`config.mk`:
```
export PLATFORM = sky130hd
export DESIGN_NAME = serial_frame_receiver
export DESIGN_NICKNAME = d
export VERILOG_FILES = /design/src/sfr_pkg.sv /design/src/sfr_deframer.sv /design/src/serial_frame_receiver.sv
export SDC_FILE = /design/constraint.sdc
export NUM_CORES = 1
export LEC_CHECK = 0
export BUFFER_PORTS_ARGS = -buffer_cell sky130_fd_sc_hd__buf_2
export CORE_MARGIN = 4
export CORE_UTILIZATION = 50
export DETAILED_ROUTE_END_ITERATION = 12
export PLACE_DENSITY_LB_ADDON = 0.1
export SYNTH_ARGS = -nofsm -noshare
export SYNTH_HDL_FRONTEND = slang
export SYNTH_HIERARCHICAL = 1
export SYNTH_SLANG_ARGS = --single-unit
```
`constraint.sdc`:
```
create_clock -name clock -period 2.65 [get_ports clock]
set_input_delay 0.265 -clock clock [delete_from_list [all_inputs] [get_ports clock]]
set_output_delay 0.265 -clock clock [all_outputs]
set_load 0.01 [all_outputs]
```
`src/sfr_pkg.sv`:
```
// shared constants and types for the serial frame receiver
`default_nettype none
package sfr_pkg;

   localparam int MaxFrame = 32;
   localparam int PosWidth = $clog2(MaxFrame);
   localparam int SumWidth = 9;

   localparam logic [7:0] HdrFirst      = 8'hAA;
   localparam logic [7:0] HdrSecond     = 8'hBB;
   localparam logic [7:0] AddrBroadcast = 8'hFF;
   localparam logic [7:0] AddrGroup     = 8'hEE;
   localparam logic [7:0] OwnAddrReset  = 8'h01;

   typedef logic [PosWidth-1:0] pos_type;

   typedef enum logic [3:0] {
      EV_IGNORED   = 4'd0,
      EV_HEADER    = 4'd1,
      EV_SOURCE    = 4'd2,
      EV_DEST_OK   = 4'd3,
      EV_LEN_OK    = 4'd4,
      EV_PAYLOAD   = 4'd5,
      EV_GOOD      = 4'd6,
      EV_BAD_DEST  = 4'd7,
      EV_BAD_LEN   = 4'd8,
      EV_BAD_CHECK = 4'd9
   } event_type;

   typedef struct packed {
      logic       step;
      logic [7:0] rx_byte;
   } step_type;

endpackage
`default_nettype wire

```
`src/sfr_deframer.sv`:
```
// frame position tracking, running xor and per-byte event decode
`default_nettype none
module sfr_deframer (
   input  wire logic                clock,
   input  wire logic                reset,
   input  wire sfr_pkg::step_type   step_in,
   input  wire logic [7:0]          own_address,
   output sfr_pkg::event_type       event_out
);

   sfr_pkg::pos_type position_ff, position_in;
   logic [7:0]       length_ff, length_in;
   logic [7:0]       xor_ff, xor_in;
   logic [7:0]       b;
   logic [sfr_pkg::SumWidth-1:0] len_total;
   logic [sfr_pkg::SumWidth-1:0] payload_end;
   logic             dest_ok;

   assign b = step_in.rx_byte;
   assign len_total = {1'b0, b} + sfr_pkg::SumWidth'(6);
   assign payload_end = {1'b0, length_ff} + sfr_pkg::SumWidth'(4);
   assign dest_ok = (b == own_address) || (b == sfr_pkg::AddrBroadcast) ||
                    (b == sfr_pkg::AddrGroup);

   always_comb begin
      position_in = position_ff;
      length_in   = length_ff;
      xor_in      = xor_ff;
      event_out   = sfr_pkg::EV_IGNORED;
      priority if (position_ff == sfr_pkg::PosWidth'(0)) begin
         if (b == sfr_pkg::HdrFirst) begin
            event_out   = sfr_pkg::EV_HEADER;
            position_in = sfr_pkg::PosWidth'(1);
         end
      end else if (position_ff == sfr_pkg::PosWidth'(1)) begin
         // a wrong second header byte is not retried as a first one
         if (b == sfr_pkg::HdrSecond) begin
            event_out   = sfr_pkg::EV_HEADER;
            position_in = sfr_pkg::PosWidth'(2);
         end else begin
            position_in = sfr_pkg::PosWidth'(0);
         end
      end else if (position_ff == sfr_pkg::PosWidth'(2)) begin
         xor_in      = b;
         event_out   = sfr_pkg::EV_SOURCE;
         position_in = sfr_pkg::PosWidth'(3);
      end else if (position_ff == sfr_pkg::PosWidth'(3)) begin
         if (dest_ok) begin
            xor_in      = xor_ff ^ b;
            event_out   = sfr_pkg::EV_DEST_OK;
            position_in = sfr_pkg::PosWidth'(4);
         end else begin
            event_out   = sfr_pkg::EV_BAD_DEST;
            position_in = sfr_pkg::PosWidth'(0);
         end
      end else if (position_ff == sfr_pkg::PosWidth'(4)) begin
         if (len_total > sfr_pkg::SumWidth'(sfr_pkg::MaxFrame)) begin
            event_out   = sfr_pkg::EV_BAD_LEN;
            position_in = sfr_pkg::PosWidth'(0);
         end else begin
            length_in   = b;
            xor_in      = xor_ff ^ b;
            event_out   = sfr_pkg::EV_LEN_OK;
            position_in = sfr_pkg::PosWidth'(5);
         end
      end else if (sfr_pkg::SumWidth'(position_ff) <= payload_end) begin
         xor_in      = xor_ff ^ b;
         event_out   = sfr_pkg::EV_PAYLOAD;
         position_in = position_ff + sfr_pkg::PosWidth'(1);
      end else begin
         event_out   = (b == xor_ff) ? sfr_pkg::EV_GOOD : sfr_pkg::EV_BAD_CHECK;
         position_in = sfr_pkg::PosWidth'(0);
      end
   end

   always_ff @(posedge clock) begin
      if (reset) begin
         position_ff <= '0;
         length_ff   <= '0;
         xor_ff      <= '0;
      end else if (step_in.step) begin
         position_ff <= position_in;
         length_ff   <= length_in;
         xor_ff      <= xor_in;
      end
   end

endmodule
`default_nettype wire

```
`src/serial_frame_receiver.sv`:
```
// top level: input register, deframer and result register
// Usage:
//   req_* carries one received byte per transaction (tdata[7:0]).
//   rsp_* returns one event code per byte, in order (tdata[3:0], upper bits 0).
//   csr_* writes the node address; csr_ready is always high, write only when idle.
// A taken byte waits in the input register until the result register is free, then
//   its decoded event is registered there and rsp_tvalid rises.
// Throughput: one byte per cycle while rsp_tready stays high; the deframer's
//   position/xor registers advance on every step.
// A byte is still taken while a finished event waits if the input register is
//   empty; with both registers full, every stalled rsp cycle also holds off req.
// When rsp_tready is low, the result holds, the input register fills and then
//   req_tready drops until the result is taken.
// Reset: both registers empty, hunting for a header, xor and length cleared,
//   node address back to 0x01.
`default_nettype none
module serial_frame_receiver (
   input  wire logic       clock,
   input  wire logic       reset,
   input  wire logic       req_tvalid,
   output logic            req_tready,
   input  wire logic [7:0] req_tdata,   // [7:0] rx_byte
   output logic            rsp_tvalid,
   input  wire logic       rsp_tready,
   output logic [7:0]      rsp_tdata,   // [3:0] event_res, [7:4] zero
   input  wire logic       csr_valid,
   output logic            csr_ready,
   input  wire logic [7:0] csr_data     // [7:0] own_address
);

   logic               in_valid_ff;
   logic [7:0]         in_byte_ff;
   logic               rsp_valid_ff;
   sfr_pkg::event_type rsp_event_ff;
   logic [7:0]         own_address_ff;
   logic               out_free;
   logic               advance;
   sfr_pkg::step_type  step;
   sfr_pkg::event_type event_res;

   assign out_free   = !rsp_valid_ff || rsp_tready;
   assign advance    = in_valid_ff && out_free;
   assign req_tready = !in_valid_ff || out_free;
   assign csr_ready  = 1'b1;

   assign step.step    = advance;
   assign step.rx_byte = in_byte_ff;

   sfr_deframer u_deframer (
      .clock       (clock),
      .reset       (reset),
      .step_in     (step),
      .own_address (own_address_ff),
      .event_out   (event_res)
   );

   always_ff @(posedge clock) begin
      if (reset) begin
         in_valid_ff    <= 1'b0;
         rsp_valid_ff   <= 1'b0;
         own_address_ff <= sfr_pkg::OwnAddrReset;
      end else begin
         if (req_tready) begin
            in_valid_ff <= req_tvalid;
         end
         if (out_free) begin
            rsp_valid_ff <= in_valid_ff;
         end
         if (csr_valid && csr_ready) begin
            own_address_ff <= csr_data;
         end
      end
   end

   always_ff @(posedge clock) begin
      if (req_tready && req_tvalid) begin
         in_byte_ff <= req_tdata;
      end
      if (advance) begin
         rsp_event_ff <= event_res;
      end
   end

   assign rsp_tvalid = rsp_valid_ff;
   assign rsp_tdata  = {4'b0000, rsp_event_ff};

endmodule
`default_nettype wire

```
Word level (Yosys, flattened, before mapping). Cells that the tools add are included.

Bitwise gates (word level): 6. Equal/unequal tests: 13. Order comparisons: 2. Mux-type cells: 27. Add/sub/neg operators: 3. Reductions and logical operators: 13.

Operators by type and width (count): 2-to-1 mux 8 bit (6); 2-to-1 mux 5 bit (7); equality test 8 bit, second input constant (4); 2-to-1 mux 4 bit (8); adder 8 x 3 -> 9 bit, second input constant (2); equality test 8 bit (2); equality test 5 x 2 -> 1 bit, second input constant (2); greater-than comparator 9 x 6 -> 1 bit, second input constant (1); less-or-equal comparator 5 x 9 -> 1 bit (1); 2-to-1 mux 3 bit (3); XOR 8 bit (1); AND reduction 7 bit (1); AND reduction 6 bit (1); adder 5 x 1 -> 5 bit, second input constant (1); equality test 5 x 1 -> 1 bit, second input constant (1); equality test 5 x 3 -> 1 bit, second input constant (1); logical NOT 5 bit (1); NOT 1 bit (5); logical OR 1 bit (4); inequality test 4 x 2 -> 1 bit, second input constant (1); nonzero test 4 bit (1); inequality test 3 x 1 -> 1 bit, second input constant (1); logical AND 1 bit (2); logical NOT 1 bit (2); 4 further kinds (5).

Input bits: 21. Output and inout bits: 11. Bits in registers: 43.

Longest topological paths before layout. Gate-level depths: netlist (run 1).

Depth in word-level cells: 8. Gate-level depth with buffers: 10.

Hierarchy. Netlist (run 1), hierarchy kept.

Modules (own cells, without submodules): sfr_deframer (area an instance 1829.3 um^2, times used 1, seq. area each 420.4 um^2, cells each 225); serial_frame_receiver (area an instance 779.5 um^2, times used 1, seq. area each 560.5 um^2, cells each 55).

Worst setup path after synthesis (run 1). Ideal clock, no wire load.

Path kind: register to register. From: reg u_deframer.length_ff[2]. To: reg u_deframer.xor_ff[1]. Cell stages (with the launch flop): 10. Library setup time: 74 ps. Path buffers: 0. Data arrival time: 2453 ps. Slack: 122 ps. Path through: dfxtp_1 ha_1 xnor2_1 ha_1 and3_1 o21a_1 o311a_4 o211a_4 or4_1 a31oi_1.

Longest elaborated chain between the ends: 4.

Ends and longest elaborated chain: start: declaration (line sfr_deframer.sv:12) `logic [7:0] length_ff, length_in;`; start signal: assignment (line sfr_deframer.sv:83) `length_ff <= length_in;`; adder 8 x 3 -> 9 bit (line sfr_deframer.sv:21) `assign payload_end = {1'b0, length_ff} + sfr_pkg::SumWidth'(4);`; less-or-equal comparator 5 x 9 -> 1 bit (line sfr_deframer.sv:66) `end else if (sfr_pkg::SumWidth'(position_ff) <= payload_end) begin`; nonzero test 4 bit (no source line); AND reduction 6 bit (no source line); end signal: assignment (line sfr_deframer.sv:84) `xor_ff <= xor_in;`; end: declaration (line sfr_deframer.sv:13) `logic [7:0] xor_ff, xor_in;`.

No other way between the ends. A chain may end at the register's enable or synchronous reset.

Final worst setup path (run 1).
From: reg u_deframer.length_ff[2]. To: reg u_deframer.xor_ff[5].

Same word-level chain as after synthesis.

==> impl_metrics.csv, run 1 <==
group,metric,value,unit
worst_setup_path,r2r-end,"u_deframer/xor_ff[5]",
yosys,yosys_warnings,6,
cts,clkLatencyLatePin,0.29,ns
min_path,hold_path_depth,1,
worst_setup_path,path_max_fanout,8,
floorplanning,chipWidth,80.23,um
power_and_ir_drop,clkPwrFrac,38.5,%
worst_setup_path,start_kind,"flop",
yosys,synth.most_common_cell,"dfxtp_1",
timing,hold_viol_final,0,
worst_setup_path,crit_type,"flop to flop",
worst_setup_path,crit_arrival,2.77,ns
global_routing,grtUsageMet2,28.81,%
drt,drtIter0Drc,115,
timing,finalCritPeriodShare,98.65,%
global_routing,top_usage_layer,"met2",
yosys,syn_area_per_cell,9.317,um^2
drt,routed_wl,5792,um
floorplanning,die_y,80.23,um
timing,final.setup.tns,0,ns
global_routing,grt_use_met3,3.139,%
finish,syn_to_final_growth,16.31,%
cts,path_clk_slew,0.09,ns
floorplanning,core,0.005075,mm^2
finish,n_antenna_cell,0,
yosys,netlist.area_leader.share,23.79,%
min_path,timing.hold.worst.start,"req_tdata[5]",
global_routing,grt_first_pass_wirelength,9170,um
finish,final_net_count,344,
placement,port_buffers,26,
timing,rsz0062_at_grt,"yes",
global_routing,antenna_found_initial,0,
cts,htreeDepth,2,
yosys,netlist_area,0.002609,mm^2
timing,tightestPinTransition,0.6287,ns
yosys,ys_types,54,
cts,clock_path_buffers,2,
power_and_ir_drop,power_leakage,1.149,nW
yosys,ys_seq_area_share,37.60,%
power_and_ir_drop,combPwrFrac,7.7,%
global_routing,grt_pass1_vias,1926,
yosys,synthTopCellsByCount,"31 x dfxtp_1, 19 x nor2_1, 17 x nand2_1",
worst_setup_path,critPathCaptureType,"flop",
placement,placed_cell_area,0.002799,mm^2
run,max-cap-violations,0,
floorplanning,io_pins,32,
yosys,synthCells,280,
drt,ant_nets,0,
worst_setup_path,crit_required,2.81,ns
timing,clock_skew,0.007407,ns
finish,final_area,0.003034,mm^2
drt,num_vias,2164,
floorplanning,start_util,51.41,%
global_routing,grt_max_degree,32,
power_and_ir_drop,irDropWorstVdd,346.5,uV
global_routing,overflow,0,
placement,place_congestion,0.8393,
global_routing,grt_use_total,18.12,%
timing,fmax,382.5,MHz
power_and_ir_drop,seq_power_share,53.8,%
power_and_ir_drop,swShare,23.13,%
worst_setup_path,reg2reg_slack,0.04,ns
drt,viasPerCell,5.650,
power_and_ir_drop,power.density,438.2,mW/mm^2
yosys,ys_async_sr_fraction,0,%
yosys,synth_edf_count,12,
drt,firstDrtPassIters,4,
worst_setup_path,reg2reg_depth,11,
timing,fin_crit,2.614,ns
global_routing,grt_util_met1,25.10,%
drt,drc,0,
finish,drive_gt1_share,22.68,%
timing,relSlewSlack,57.77,%
yosys,ys_ff_latch,43,
status,outcome,"finished clean",
min_path,min_path_type,"input port to flop",
cts,cts-root-buf,"clkbuf_8",
drt,post_drt_wl_per_cell,15.12,um
worst_setup_path,reg2reg_from,"u_deframer/length_ff[2]",
power_and_ir_drop,power.switching,0.3075,mW
floorplanning,std_cell_rows,26,
cts,cts_tree,"yes",
yosys,netlist_top_cells_area,"dfxtp_1 24%, edfxtp_1 14%, mux2i_1 5.4%",
timing,setup_viol,0,
yosys,yosysTopAreaCell,"dfxtp_1",
power_and_ir_drop,power,1.330,mW
cts,cts_sinks,43,
timing,slew_viol_final,0,
floorplanning,dieArea,0.006437,mm^2
cts,cts_buffers,5,
power_and_ir_drop,p_int,1.022,mW
placement,dpl.hpwl,4091,um
yosys,synthFlopType,"dfxtp_1",
min_path,whs_endpoint,"in_byte_ff[5]",
-- final cells by class --
cell class | instances | area (um^2)
Clock buffer | 5 | 68.82
Clock inverter | 3 | 42.54
Fill cell | 475 | 2041
Inverter | 16 | 60.06
Multi-Input combinational cell | 203 | 1518
Sequential cell | 43 | 983.4
Tap cell | 70 | 87.58
Timing Repair Buffer | 43 | 274.0
-- cells in the final DEF, fill, tap and decap left out, types with 3 or more instances in the layout --
| cell type | count |
|---|---|
| a21boi_0 | 3 |
| a21o_1 | 4 |
| a21oi_1 | 8 |
| a31oi_1 | 9 |
| a41oi_1 | 5 |
| a41oi_2 | 3 |
| buf_2 | 26 |
| buf_4 | 15 |
| clkbuf_8 | 5 |
| conb_1 | 5 |
| dfxtp_1 | 29 |
| edfxtp_1 | 12 |
| ha_1 | 9 |
| inv_1 | 16 |
| mux2i_1 | 14 |
| nand2_1 | 17 |
| nand3_1 | 6 |
| nand4_1 | 10 |
| nor2_1 | 19 |
| nor2b_1 | 3 |
| nor3_1 | 12 |
| o21ai_0 | 13 |
| or4_1 | 3 |
| xnor2_1 | 8 |
| xor2_1 | 9 |
-- sequential cells by signal (all words and copies together), names as in the netlist --
name	cells
in_byte_ff	8
own_address_ff	8
u_deframer/length_ff	8
u_deframer/xor_ff	8
u_deframer/position_ff	5
rsp_event_ff	4
in_valid_ff	1
rsp_tvalid	1
-- worst max-delay path, cell delays in order (launching register included) --
cell,delay (ns)
dfxtp_2,0.33
ha_2,0.19
xnor2_2,0.13
ha_1,0.30
and3_4,0.19
o21a_1,0.12
o311a_4,0.39
o211a_4,0.27
buf_4,0.14
buf_4,0.12
o21ai_0,0.19
a31oi_1,0.10
-- through the flow --
stage	std cells	utilization [%]	hold WS, ns	worst slack (ns)
6_report	383	59.79	0.1406	0.03568
5_1_grt	383	59.79	0.1233	-0.07245
4_1_cts	378	57.47	0.1328	0.009738
3_5_place_dp	370	55.15	0.4431	0.01139
3_3_place_gp	370	55.15	0.4419	0.07291
2_1_floorplan	283	-	0.3639	0.1223
-- routing by layer --
layer  vias to the layer above  part of all wire (%)
met5                         -                     0
li1                       1082                     -
met1                      1031                    49
met3                         5                   3.9
met4                         0                  0.78
met2                        46                    46
-- cell families (layout without fill, tap and decap cells) --
kind of cell | after synthesis | count (layout) | synth area share [%]
buffers and inverters | 37 | 67 | 7.242
other | 2 | 5 | 0.2879
AOI/OAI and AO/OA | 63 | 63 | 18.71
xor gates and xnor gates | 18 | 18 | 6.044
muxes | 15 | 15 | 5.803
and+or+nand+nor | 91 | 91 | 19.04
adders and majority gates | 11 | 11 | 5.276
DFF | 43 | 43 | 37.60
-- power by group through the flow --
stage | Combinational [mW] | Clock (mW) | Sequential [mW]
final | 0.102 | 0.512 | 0.715
after global routing | 0.114 | 0.557 | 0.718
after CTS | 0.103 | 0.525 | 0.716
after detailed placement | 0.102 | 0 | 0.731
after global placement | 0.102 | 0 | 0.730
after floorplan | 0.0856 | 0 | 0.718
-- worst max-delay path by stage --
stage	from	endpoint	cells after the start
2_1_floorplan	u_deframer/length_ff[2]	u_deframer/xor_ff[1]	9
3_3_place_gp	u_deframer/length_ff[2]	u_deframer/xor_ff[1]	9
3_5_place_dp	u_deframer/length_ff[3]	u_deframer/xor_ff[6]	10
4_1_cts	u_deframer/length_ff[3]	u_deframer/xor_ff[2]	9
5_1_grt	u_deframer/length_ff[2]	u_deframer/position_ff[4]	10
6_report	u_deframer/length_ff[2]	u_deframer/xor_ff[5]	11
-- repair_timing --
action,in CTS,in global routing
gates cloned,0,1
endpoints found under the setup margin,1,10
pin swaps,0,11
resized for setup,1,14
hold buffers,0,0
buffers inserted,0,4
No activity file was read; power rests on OpenSTA's default activity.
==> run 2, diff against run 1 <==
clock period = 3.4 ns   (was 2.65 ns; I/O delays follow)
==> run 2 against run 1 <==
Net effect: register-to-register slack better by 0.28 ns; setup slack better by 0.28 ns; cell count shrank 3.9%; critical path type unchanged.
==> impl_metrics.csv, run 2 (synthesized netlist as in run 1, its figures left out) <==
group,metric,value,unit
min_path,min_path_type,"input port to flop",
global_routing,grt_max_degree,32,
drt,ant_nets,0,
worst_setup_path,critPathTopFamily,"compound AO/OA/AOI/OAI gates",
cts,cts_setup_buffers,0,
timing,final.setup.tns,0,ns
global_routing,grt_use_total,18.10,%
min_path,timing.hold.worst.start,"req_tdata[5]",
cts,cts_sinks,43,
timing,relSlewSlack,25.49,%
worst_setup_path,critical_path.endpoint,"u_deframer/xor_ff[7]",
drt,drtIter0Drc,83,
timing,fin_crit,3.083,ns
timing,fmax,324.3,MHz
timing,tightestPinTransition,1.113,ns
worst_setup_path,start_kind,"flop",
finish,syn_to_final_growth,8.729,%
worst_setup_path,critPathCaptureType,"flop",
global_routing,antenna_found_initial,0,
finish,n_antenna_cell,0,
floorplanning,io_pins,32,
drt,num_vias,2092,
drt,firstDrtPassIters,4,
power_and_ir_drop,power.density,362.0,mW/mm^2
timing,hold_slack,0.2111,ns
run,max-cap-violations,0,
placement,place_congestion,0.8899,
worst_setup_path,path_max_fanout,14,
finish,final_cell_mix,"31 x dfxtp_1, 26 x buf_2, 19 x nor2_1",
cts,path_clk_slew,0.08,ns
worst_setup_path,crit_arrival,3.30,ns
worst_setup_path,crit_slowest_cell,"o211ai_1",
global_routing,grt_pass1_vias,1931,
worst_setup_path,r2r-end,"u_deframer/xor_ff[7]",
floorplanning,dieArea,0.006437,mm^2
global_routing,overflow,0,
timing,rsz0062_at_grt,"no",
timing,clock_skew,0.005309,ns
drt,viasPerCell,5.685,
finish,final_net_count,329,
finish,layout_commonest_cell,"dfxtp_1",
worst_setup_path,reg2reg_from,"u_deframer/length_ff[2]",
placement,dpl.hpwl,3915,um
worst_setup_path,reg2reg_depth,9,
floorplanning,start_util,51.41,%
power_and_ir_drop,irDropWorstVdd,225.3,uV
floorplanning,std_cell_rows,26,
floorplanning,chipWidth,80.23,um
worst_setup_path,crit_type,"flop to flop",
worst_setup_path,cp_slowest_stage_delay,0.90,ns
cts,cts_hold_buffers,0,
cts,cts_resized,0,
timing,hold_viol_final,0,
cts,clkLatencyLatePin,0.30,ns
finish,drive_gt1_share,15.77,%
cts,cts-root-buf,"clkbuf_8",
worst_setup_path,crit_buf_inv,0,
worst_setup_path,reg2reg_slack,0.32,ns
cts,clock_path_buffers,2,
power_and_ir_drop,power_leakage,1.069,nW
placement,port_buffers,26,
finish,nFillCells,487,
global_routing,grt_first_pass_wirelength,9101,um
floorplanning,core,0.005075,mm^2
power_and_ir_drop,power,1.027,mW
worst_setup_path,critPathMostFrequentCell,"ha_1",
cts,htreeDepth,2,
timing,finalCritPeriodShare,90.69,%
drt,drc,0,
status,outcome,"finished clean",
worst_setup_path,crit_start,"u_deframer/length_ff[2]",
cts,cts_buffers,5,
drt,routed_wl,5429,um
drt,post_drt_wl_per_cell,14.75,um
worst_setup_path,path_depth,9,
timing,setup_viol,0,
worst_setup_path,cp_cell_sequence,"ha_1, xnor2_1, ha_1, and3_1, o21a_1, o311a_4, o211ai_1, a41oi_1, a31oi_1",
worst_setup_path,crit_required,3.62,ns
timing,slew_viol_final,0,
floorplanning,die_y,80.23,um
cts,cts_tree,"yes",
-- run 2: changes by cell type in the layout (fill, tap and decap cells not counted), moves of 2 or more --
| cell | before | now |
|---|---|---|
| dfxtp_2 | 2 | 0 |
| ha_1 | 9 | 11 |
| dfxtp_1 | 29 | 31 |
| a41oi_1 | 5 | 8 |
| buf_4 | 15 | 2 |
| a41oi_2 | 3 | 0 |
-- run 2: worst min path at each step --
stage                         end  cells past startpoint
CTS                 in_byte_ff[2]                      1
global route        in_byte_ff[7]                      1
global placement       rsp_tvalid                      2
floorplan              rsp_tvalid                      2
detailed placement     rsp_tvalid                      2
finish              in_byte_ff[5]                      1
-- run 2: stage by stage --
| stage | setup WS, ns | utilization [%] | instances | cell area [um^2] |
|---|---|---|---|---|
| final | 0.3167 | 55.89 | 368 | 2836 |
| after global routing | 0.09118 | 55.89 | 368 | 2836 |
| after CTS | 0.3256 | 55.89 | 368 | 2836 |
| after detailed placement | 0.3565 | 53.67 | 360 | 2724 |
| after global placement | 0.4561 | 53.67 | 360 | 2724 |
| after floorplan | 0.8723 | - | 283 | 2620 |
-- run 2: worst reg2reg max path: stages, from the launching register on --
cell and delay, ns:
dfxtp_1 0.35, ha_1 0.23, xnor2_1 0.13, ha_1 0.27, and3_1 0.18, o21a_1 0.13
o311a_4 0.40, o211ai_1 0.90, a41oi_1 0.22, a31oi_1 0.22
-- run 2: area by class of cell --
class	count	area, um^2	share of cell area [%]
Inverter	16	60.06	2.117
Timing Repair Buffer	28	145.1	5.117
Sequential cell	43	980.9	34.58
Tap cell	70	87.58	3.088
Clock buffer	5	68.82	2.426
Clock inverter	3	43.79	1.544
Multi-Input combinational cell	203	1450	51.12
-- run 2: report_power, final --
| group | switching, mW | internal, mW | total [mW] |
|---|---|---|---|
| sequential | 0.0224 | 0.541 | 0.564 |
| clock | 0.177 | 0.219 | 0.396 |
| combinational | 0.0353 | 0.0322 | 0.0675 |
| total | 0.235 | 0.792 | 1.03 |
-- run 2: layer usage --
| layer | part of all wire [%] | track usage (%) | vias to the layer above |
|---|---|---|---|
| met2 | 46 | 28.31 | 51 |
| li1 | - | - | 1053 |
| met3 | 5.3 | 4.036 | 8 |
| met5 | 0 | 0 | - |
| met4 | 1.6 | 6.757 | 0 |
| met1 | 47 | 24.34 | 980 |
